### src/rtl/core/ieil_pkg.sv
`timescale 1ns / 1ps
// ----------------------------------------------------------------------------
// ieil_pkg
// Shared types and constants for the indexed insert/erase list.
// ----------------------------------------------------------------------------
package ieil_pkg;

  localparam int DEPTH_DEFAULT = 16;
  localparam int WORD_W        = 32;
  localparam int INDEX_W       = 4;
  localparam int KIND_W        = 3;
  localparam int COUNT_W       = 5;
  localparam int ERR_W         = 2;

  typedef logic signed [WORD_W-1:0] word_t;

  typedef enum logic [KIND_W-1:0] {
    KIND_INSERT = 3'd0,
    KIND_ERASE  = 3'd1,
    KIND_READ   = 3'd2,
    KIND_WRITE  = 3'd3,
    KIND_CLEAR  = 3'd4
  } kind_t;

  typedef enum logic [ERR_W-1:0] {
    ERR_OK    = 2'd0,
    ERR_FULL  = 2'd1,
    ERR_RANGE = 2'd2,
    ERR_EMPTY = 2'd3
  } err_t;

  typedef struct packed {
    logic               ins;
    logic               era;
    logic               wr;
    logic [INDEX_W-1:0] index;
    word_t              value;
  } cell_op_t;

endpackage

### src/rtl/core/ieil_cell.sv
`timescale 1ns / 1ps
// ----------------------------------------------------------------------------
// ieil_cell
// One list slot: takes its left neighbour on an insert below its position, its
// right neighbour on an erase at or below it, or the new value when an insert or write addresses its own position.
// ----------------------------------------------------------------------------
module ieil_cell #(
  parameter int POS   = 0,
  parameter int CMP_W = 5
) (
  input  logic              clk,
  input  ieil_pkg::cell_op_t op,
  input  ieil_pkg::word_t   left,
  input  ieil_pkg::word_t   right,
  output ieil_pkg::word_t   data
);

  logic [CMP_W-1:0] pos_c;
  logic [CMP_W-1:0] idx_c;
  logic             at_idx;
  logic             above_idx;

  assign pos_c     = CMP_W'(POS);
  assign idx_c     = CMP_W'(op.index);
  assign at_idx    = (pos_c == idx_c);
  assign above_idx = (pos_c > idx_c);

  always_ff @(posedge clk) begin
    if (op.ins) begin
      if (above_idx) begin
        data <= left;
      end else if (at_idx) begin
        data <= op.value;
      end
    end else if (op.era) begin
      if (above_idx || at_idx) begin
        data <= right;
      end
    end else if (op.wr && at_idx) begin
      data <= op.value;
    end
  end

endmodule

### src/rtl/core/indexed_insert_erase_list.sv
`timescale 1ns / 1ps
// ----------------------------------------------------------------------------
// indexed_insert_erase_list
// Ordered list of signed words held in a row of shifting cells, with insert,
// erase, read, write and clear operations and a status beat per request.
// ----------------------------------------------------------------------------
// Result: the result beat is registered and valid in the cycle after the request beat is accepted.
// Throughput: one request per cycle while no result beat is held by rsp_stall; every cell updates in the same cycle
//   from its neighbour, so no operation needs a second pass.
// Reset: clears the live count and the result valid; slot contents are
//   not cleared and are only read once written.
// ----------------------------------------------------------------------------
module indexed_insert_erase_list #(
  parameter int DEPTH = ieil_pkg::DEPTH_DEFAULT
) (
  input  logic                                clk,
  input  logic                                rst,
  input  logic                                req_valid,
  output logic                                req_stall,
  input  logic [ieil_pkg::KIND_W-1:0]         kind,
  input  logic [ieil_pkg::INDEX_W-1:0]        index,
  input  logic signed [ieil_pkg::WORD_W-1:0]  value,
  output logic                                rsp_valid,
  input  logic                                rsp_stall,
  output logic signed [ieil_pkg::WORD_W-1:0]  read_data,
  output logic [ieil_pkg::COUNT_W-1:0]        count,
  output logic                                is_empty,
  output logic [ieil_pkg::ERR_W-1:0]          error
);

  localparam int CW     = $clog2(DEPTH + 1);
  localparam int IW     = ieil_pkg::INDEX_W;
  localparam int CMP_W  = (CW > IW) ? CW : IW;
  localparam int CountW = ieil_pkg::COUNT_W;

  logic                accept;
  logic [CW-1:0]       live_count;
  logic [CW-1:0]       live_count_next;
  logic [CW-1:0]       depth_c;
  logic [CMP_W-1:0]    idx_c;
  logic [CMP_W-1:0]    cnt_c;
  ieil_pkg::err_t      err;
  ieil_pkg::word_t     sel_data;
  ieil_pkg::word_t     rd;
  ieil_pkg::cell_op_t  op_raw;
  ieil_pkg::cell_op_t  op;
  ieil_pkg::word_t     slots [DEPTH];

  assign accept    = req_valid && !req_stall;
  assign req_stall = rsp_valid && rsp_stall;
  assign depth_c   = CW'(DEPTH);
  assign idx_c     = CMP_W'(index);
  assign cnt_c     = CMP_W'(live_count);

  always_comb begin
    err             = ieil_pkg::ERR_OK;
    rd              = '0;
    live_count_next = live_count;
    op_raw          = '0;
    op_raw.index    = index;
    op_raw.value    = value;
    case (ieil_pkg::kind_t'(kind))
      ieil_pkg::KIND_INSERT: begin
        if (live_count >= depth_c) begin
          err = ieil_pkg::ERR_FULL;
        end else if (idx_c > cnt_c) begin
          err = ieil_pkg::ERR_RANGE;
        end else begin
          op_raw.ins      = 1'b1;
          live_count_next = live_count + 1'b1;
        end
      end
      ieil_pkg::KIND_ERASE: begin
        if (live_count == '0) begin
          err = ieil_pkg::ERR_EMPTY;
        end else if (idx_c >= cnt_c) begin
          err = ieil_pkg::ERR_RANGE;
        end else begin
          op_raw.era      = 1'b1;
          live_count_next = live_count - 1'b1;
        end
      end
      ieil_pkg::KIND_READ: begin
        if (live_count == '0) begin
          err = ieil_pkg::ERR_EMPTY;
        end else if (idx_c >= cnt_c) begin
          err = ieil_pkg::ERR_RANGE;
        end else begin
          rd = sel_data;
        end
      end
      ieil_pkg::KIND_WRITE: begin
        if (live_count == '0) begin
          err = ieil_pkg::ERR_EMPTY;
        end else if (idx_c >= cnt_c) begin
          err = ieil_pkg::ERR_RANGE;
        end else begin
          op_raw.wr = 1'b1;
        end
      end
      ieil_pkg::KIND_CLEAR: begin
        live_count_next = '0;
      end
      default: begin
      end
    endcase
  end

  always_comb begin
    op     = op_raw;
    op.ins = op_raw.ins && accept;
    op.era = op_raw.era && accept;
    op.wr  = op_raw.wr && accept;
  end

  always_comb begin
    sel_data = '0;
    for (int i = 0; i < DEPTH; i++) begin
      if (CMP_W'(i) == idx_c) begin
        sel_data = sel_data | slots[i];
      end
    end
  end

  for (genvar i = 0; i < DEPTH; i++) begin : g_cell
    ieil_pkg::word_t left;
    ieil_pkg::word_t right;

    if (i == 0) begin : g_first
      assign left = '0;
    end else begin : g_inner_l
      assign left = slots[i-1];
    end

    if (i == DEPTH - 1) begin : g_last
      assign right = slots[i];
    end else begin : g_inner_r
      assign right = slots[i+1];
    end

    ieil_cell #(
      .POS   (i),
      .CMP_W (CMP_W)
    ) u_cell (
      .clk   (clk),
      .op    (op),
      .left  (left),
      .right (right),
      .data  (slots[i])
    );
  end

  always_ff @(posedge clk) begin
    if (rst) begin
      live_count <= '0;
    end else if (accept) begin
      live_count <= live_count_next;
    end
  end

  always_ff @(posedge clk) begin
    if (rst) begin
      rsp_valid <= 1'b0;
    end else if (accept) begin
      rsp_valid <= 1'b1;
    end else if (!rsp_stall) begin
      rsp_valid <= 1'b0;
    end
  end

  always_ff @(posedge clk) begin
    if (accept) begin
      read_data <= rd;
      count     <= CountW'(live_count_next);
      is_empty  <= (live_count_next == '0);
      error     <= ieil_pkg::ERR_W'(err);
    end
  end

`ifndef SYNTHESIS
  a_count_bound: assert property (@(posedge clk) disable iff (rst)
    live_count <= depth_c)
    else $error("live count above depth");

  a_insert_grows: assert property (@(posedge clk) disable iff (rst)
    op.ins |=> live_count == $past(live_count) + 1'b1)
    else $error("insert did not grow the list");

  a_erase_shrinks: assert property (@(posedge clk) disable iff (rst)
    op.era |=> live_count == $past(live_count) - 1'b1)
    else $error("erase did not shrink the list");

  a_beat_follows: assert property (@(posedge clk) disable iff (rst)
    accept |=> rsp_valid)
    else $error("accepted request gave no result beat");

  a_err_no_data: assert property (@(posedge clk) disable iff (rst)
    rsp_valid && error != ieil_pkg::ERR_W'(ieil_pkg::ERR_OK) |-> read_data == '0)
    else $error("read data on failed beat");
`endif

endmodule
### config.mk
export PLATFORM = sky130hd
export DESIGN_NAME = indexed_insert_erase_list
export DESIGN_NICKNAME = d
export VERILOG_FILES = /design/src/rtl/core/ieil_pkg.sv /design/src/rtl/core/ieil_cell.sv /design/src/rtl/core/indexed_insert_erase_list.sv
export SDC_FILE = /design/constraint.sdc
export NUM_CORES = 1
export LEC_CHECK = 0
export ABC_AREA = 1
export BUFFER_PORTS_ARGS = -buffer_cell sky130_fd_sc_hd__buf_2
export CAP_MARGIN = 10
export CELL_PAD_IN_SITES_DETAIL_PLACEMENT = 1
export CELL_PAD_IN_SITES_GLOBAL_PLACEMENT = 2
export CORE_MARGIN = 2
export CORE_UTILIZATION = 41
export CTS_BUF_LIST = sky130_fd_sc_hd__clkbuf_2 sky130_fd_sc_hd__clkbuf_4 sky130_fd_sc_hd__clkbuf_8
export DETAILED_ROUTE_END_ITERATION = 8
export PLACE_DENSITY_LB_ADDON = 0.1
export SYNTH_ARGS = -nofsm -noshare
export SYNTH_HDL_FRONTEND = slang
export SYNTH_SLANG_ARGS = --single-unit
### constraint.sdc
create_clock -name clk -period 6.4 [get_ports clk]
set_clock_uncertainty 0.05 [all_clocks]
set_input_delay 1.28 -clock clk [delete_from_list [all_inputs] [get_ports clk]]
set_output_delay 1.28 -clock clk [all_outputs]
set_load 0.02 [all_outputs]
After elaboration in Yosys (flattened, before gate mapping):

Index checks and enable logic that the tools add are counted.

* output and inout port bits: 42
* memory bits (writable): 0
* ROM bits: 0
* bits in registers: 558
* bits in latches: 0
* memories: 0
* bits of input ports: 43

* div/mod/pow operators: 0
* muxes and demuxes: 130
* bitwise logic cells: 16
* equal/unequal tests: 52
* add/sub/neg operators: 2
* reduce and logical (&&, ||, !) cells: 75
* shift operators: 0
* multipliers: 0
* order comparisons: 19

Operators with widths (number)
* $mux W32: 111
* $or A32 B32 Y32: 15
* $ne A3 B1 Y1 const B: 29
* $reduce_and A3 Y1: 16
* $reduce_bool A3 Y1: 15
* $eq A4 B4 Y1 const A: 8
* $gt A4 B4 Y1 const A: 8
* $logic_and A1 B1 Y1: 21
* $mux W5: 4
* $eq A3 B4 Y1 const A: 4
* $gt A3 B4 Y1 const A: 4
* $logic_not A5 Y1: 3
* $logic_or A1 B1 Y1: 15
* $pmux W5 S3: 1
* $mux W1: 9
* $eq A2 B4 Y1 const A: 2
* $gt A1 B4 Y1 const A: 2
* $gt A2 B4 Y1 const A: 2
* $mux W2: 4
* $eq A3 B2 Y1 const B: 2
* $reduce_or A3 Y1: 2
* $add A5 B1 Y5 const B: 1
* $ge A4 B5 Y1: 1
* $ge A5 B5 Y1 const B: 1
* 13 further kinds: 14

Logic depth before layout (Yosys ltp):

* word-level depth: 32
* mapped depth: 16
* mapped depth without buffers: 16

By module:

Synthesis repeated with hierarchy kept, for this count alone.

* cell total of the unflattened synthesis: 6003
* area, all modules: 42181.7 µm²

Modules (own cells, without submodules)
* indexed_insert_erase_list: area an instance 5749.3 µm², cells an instance 956, seq. area each 1321.3 µm², instances 1
* ieil_cell (g_cell[12].u_cell): area an instance 2637.5 µm², cells an instance 390, seq. area each 960.9 µm², instances 1
* ieil_cell (g_cell[14].u_cell): area an instance 2414.8 µm², cells an instance 357, seq. area each 960.9 µm², instances 1
* ieil_cell (g_cell[10].u_cell): area an instance 2412.3 µm², cells an instance 356, seq. area each 960.9 µm², instances 1
* ieil_cell (g_cell[6].u_cell): area an instance 2369.8 µm², cells an instance 353, seq. area each 960.9 µm², instances 1
* ieil_cell (g_cell[15].u_cell): area an instance 2356.0 µm², cells an instance 318, seq. area each 960.9 µm², instances 1
* ieil_cell (g_cell[2].u_cell): area an instance 2353.5 µm², cells an instance 352, seq. area each 960.9 µm², instances 1
* ieil_cell (g_cell[4].u_cell): area an instance 2353.5 µm², cells an instance 353, seq. area each 960.9 µm², instances 1
* ieil_cell (g_cell[3].u_cell): area an instance 2349.8 µm², cells an instance 350, seq. area each 960.9 µm², instances 1
* ieil_cell (g_cell[8].u_cell): area an instance 2312.2 µm², cells an instance 352, seq. area each 960.9 µm², instances 1
* ieil_cell (g_cell[11].u_cell): area an instance 2245.9 µm², cells an instance 289, seq. area each 960.9 µm², instances 1
* ieil_cell (g_cell[1].u_cell): area an instance 2244.7 µm², cells an instance 288, seq. area each 960.9 µm², instances 1
* ieil_cell (g_cell[7].u_cell): area an instance 2227.1 µm², cells an instance 287, seq. area each 960.9 µm², instances 1
* ieil_cell (g_cell[13].u_cell): area an instance 2220.9 µm², cells an instance 285, seq. area each 960.9 µm², instances 1
* 3 more rows

Worst setup path before layout:

Ideal clock, no wire load.

* path kind: input to register
* start: in rsp_stall
* end: reg g_cell[1].u_cell.data[0] (enable)
* path buffers: 3
* setup slack: 488 ps
* stages: 10
* data arrival time: 5401 ps
* library setup time: 461 ps
* required time: 5889 ps
* path through: nand2_1 > nand2_2 > inv_1 > nand4_4 > buf_6 > inv_2 > buf_6 > buf_6 > nor3_1 > nor3_1

* cells in the longest elaborated chain, start to end: 7
* elaborated cells between the ends (all ways): 11
* those cells by class: eq/ne (2); reduce/logical (9)

RTL lines
* start: declaration: line indexed_insert_erase_list.sv:24 `input logic rsp_stall,`
* $logic_and A1 B1 Y1 *: line indexed_insert_erase_list.sv:50 `assign req_stall = rsp_valid && rsp_stall;`
* $logic_not A1 Y1 *: line indexed_insert_erase_list.sv:49 `assign accept = req_valid && !req_stall;`
* $logic_and A1 B1 Y1 *: line indexed_insert_erase_list.sv:49
* via accept: line indexed_insert_erase_list.sv:36 `logic accept;`
* $logic_and A1 B1 Y1: line indexed_insert_erase_list.sv:113 `op.wr = op_raw.wr && accept;`
* $logic_and A1 B1 Y1: line ieil_cell.sv:39 `end else if (op.wr && at_idx) begin`
* $reduce_bool A3 Y1 (no line)
* $reduce_and A3 Y1 (no line) *
* end signal: assignment: line ieil_cell.sv:33 `data <= op.value;`
* end signal: assignment: line ieil_cell.sv:37 `data <= right;`
* end signal: assignment: line ieil_cell.sv:40 `data <= op.value;`
* end: declaration: line ieil_cell.sv:15 `output ieil_pkg::word_t data`

Mark *: on every way through the listed nets, which the timed path passes. The rest lies on a longest branch.
A chain may end at the register's enable or synchronous reset.

Final worst setup path:

* start: in index[3] (netlist bit)
* end: reg g_cell[9].u_cell.data[5] (enable)

* cells in the longest elaborated chain, start to end: 8
* elaborated cells between the ends (all ways): 20
* those cells by class: order compare (3); eq/ne (3); mux (7); reduce/logical (7)

RTL lines
* start: declaration: line indexed_insert_erase_list.sv:21 `input logic [ieil_pkg::INDEX_W-1:0] index,`
* $ge A4 B5 Y1: line indexed_insert_erase_list.sv:76, indexed_insert_erase_list.sv:95
* $mux W1: line indexed_insert_erase_list.sv:76, indexed_insert_erase_list.sv:95
* $mux W1: line indexed_insert_erase_list.sv:74 `if (live_count == '0) begin`
* $mux W1: line indexed_insert_erase_list.sv:62 `case (ieil_pkg::kind_t'(kind))`
* $logic_and A1 B1 Y1: line indexed_insert_erase_list.sv:113
* $logic_and A1 B1 Y1: line ieil_cell.sv:39
* $reduce_bool A3 Y1 (no line)
* $reduce_and A3 Y1 (no line) *
* end signal: assignment: line ieil_cell.sv:33
* end signal: assignment: line ieil_cell.sv:37
* end signal: assignment: line ieil_cell.sv:40
* end: declaration: line ieil_cell.sv:15

Every way passes the cells marked *; elsewhere a longest branch is shown, timed or not.

==> impl_metrics.ini <==
[synthesis]
seq_area_frac_synth_pct = 51.1
syn_area_mm2 = 0.0327
ys_dominant_reg_cell = edfxtp_1
netlist_top_cells_count = nand2_1, edfxtp_1, o21ai_0
yosys.cell_count.top_type = nand2_1
synth_area_leaders = edfxtp_1, nand2_1, o21ai_0, o221ai_1, inv_1
synth_top_cell_area_share_pct = 50.7
syn_inst = 3654
yosysTopAreaCell = edfxtp_1
ys_ff_latch = 558
yosysWarnings = 0
synth.distinct_cells = 41
syn_area_per_cell_um2 = 8.94
synth_enable_flop_cells = 552
synthArstFlopShare_pct = 0
syn_nets = 3703

[clock_tree]
path_clk_slew_ns = 0.06
clkLatencyLatePin_ns = 0.74
cts_resized = 0
post_cts_buffers = 0
cts-htree-levels = 3
hold_buffers = 0
clockRootBuffer = clkbuf_8
cts.sinks = 558
cts_tree = built
clock_path_buffers = 3
cts_buffers = 106

[layout]
fin_nets = 3656
area_delta_synth_final_pct = 9.46
drive_gt1_share_pct = 12.2
final.fill_count = 9070
final_cells = 4741

[drt]
drc_errors = 0
drtAntennaViolNets = 0
first_pass_iters = 6
routed_via_density = 6.42
totalWireLength_um = 139000
drt-initial-drc-count = 3345
wl_per_cell_um = 29.3
num_vias = 30457

[sta]
maxSlewHeadroom_pct = 26.8
max_freq_mhz = 218
min_period_ns = 4.59
worstMarginPinSlew_ns = 1.10
final-hold-violation-count = 0
rsz0062_at_grt = no
final-setup-viol-count = 0
drv_slew = 0
setup_tns_ns = 0
timing.final.crit_share_pct = 71.7

[pwr]
leakagePower_nw = 12.8
ir_worst_vdd_v = 0.000138
p_per_area_mw_per_mm2 = 248
power_mw = 8.86

[floorplanning]
die_w_um = 286
dieHeight_um = 286
rows = 103
initial_utilization_pct = 41.4
die-area_mm2 = 0.0820
io_pins = 85
core_mm2 = 0.0790

[setup_path]
crit_type = in2reg
cp.required_ns = 6.70
critical_path.cell_chain = buf_2, ha_1, inv_1, nor2_2, nand2_2, nand2_1, nor2_2, nand2_2, inv_2, nand3_4, nand2_4, inv_4, o22ai_4, buf_4
slowest_stage = o22ai_4
slowest_delay_ns = 0.75
cp-start-kind = input pin
worstPathMaxFanout = 30
cp.arrival_ns = 4.89
cp-end-kind = flip-flop

[global_route]
grt_remaining_overflow = 0
grt_usage_pct = 33.3
antenna_found_initial = 3
grt_pass1_wl_um = 205000
grt_max_degree = 161
grt_pass1_vias = 31023

[job]
max_cap_viol_count = 0

[run_status]
status = finished, final reports clean

[min_path]
hold_path.class = reg2reg

[placed_design]
post-place-cells = 4549
port_buffers = 84
routabilityCongestion = 0.838
hpwlAfterDp_um = 81300
[power by group]
part / internal [mW] / switching, mW / total, mW
Sequential: 4.13 / 0.0391 / 4.17
Clock: 1.91 / 1.69 / 3.61
Combinational: 0.278 / 0.803 / 1.08
[area by class of cell]
| class | instances | area (um^2) | area share (%) |
|---|---|---|---|
| antenna | 1 | 2.50 | 0.00700 |
| inverter | 364 | 1380 | 3.86 |
| tap | 1050 | 1310 | 3.67 |
| timing repair buffer | 158 | 1140 | 3.18 |
| clock buffer | 161 | 1900 | 5.30 |
| multi-input combinational | 2419 | 13200 | 36.8 |
| sequential | 558 | 16700 | 46.7 |
| clock inverter | 30 | 165 | 0.462 |
[final timing paths]
path	from	end	slack (ns)	cells past startpoint
worst max-delay path	index[3]	g_cell[9].u_cell.data[5]	1.81	14
worst min-delay path	rsp_valid	rsp_valid	0.49	2
worst max register to register	cnt_c[2]	g_cell[9].u_cell.data[5]	2.24	14
worst min register to register	rsp_valid	rsp_valid	0.49	2
[metal layers]
layer	part of all wire (%)	routed length, um	track usage (%)	vias to the layer above
met1	42	58000	45.4	15517
li1	-	-	-	13124
met2	46	64400	53.6	1523
met4	3.5	4870	12.6	0
met3	8.3	11500	5.02	293
met5	0	0	0	-
[cell usage in the layout, fill, tap and decap left out, drive strengths merged, types with 3 or more instances in the layout]
| master | instances |
|---|---|
| nand3 | 228 |
| nor2 | 102 |
| clkinvlp | 3 |
| o22ai | 150 |
| a221oi | 29 |
| o21ai | 358 |
| o211ai | 170 |
| nand2 | 1012 |
| buf | 158 |
| dfxtp | 6 |
| clkinv | 30 |
| clkbuf | 161 |
| o2111ai | 51 |
| ha | 6 |
| inv | 360 |
| edfxtp | 552 |
| nand4 | 12 |
| a21oi | 79 |
| nor3 | 10 |
| o221ai | 203 |
[through the flow]
stage | hold slack [ns] | utilization (%) | setup WS [ns] | area (um^2)
after detailed placement | 0.482 | 42.7 | 1.15 | 33700
after floorplan | 0.475 | - | 0.488 | 32700
after CTS | 0.491 | 45.3 | 1.96 | 35800
after global routing | 0.521 | 45.3 | 1.70 | 35800
after global placement | 0.455 | 42.7 | 1.25 | 33700
final | 0.487 | 45.3 | 1.81 | 35800
[cell families after synthesis]
| group | synth area share (%) |
|---|---|
| and+or+nand+nor | 17.7 |
| AOI/OAI and AO/OA | 21.6 |
| buffers and inverters | 9.33 |
| DFF | 51.1 |
| adders and majority gates | 0.230 |
| xor gates and xnor gates | 0.0536 |
[worst max-delay path: cells and delay by family]
| kind | cells | cell delay, ns |
|---|---|---|
| adder cells (fa/ha/maj) | 1 | 0.34 |
| AND/OR/NAND/NOR | 7 | 0.87 |
| AO/OA/AOI/OAI | 1 | 0.75 |
| buffers and inverters | 5 | 1.56 |
[flip-flops by register name (all words and copies together) (netlist names)]
name                cells
g_cell.u_cell.data    512
count                   5
cnt_c                   5
rsp_valid               1
is_empty                1
error                   2
read_data              32
(Power assumes the default switching activity.)
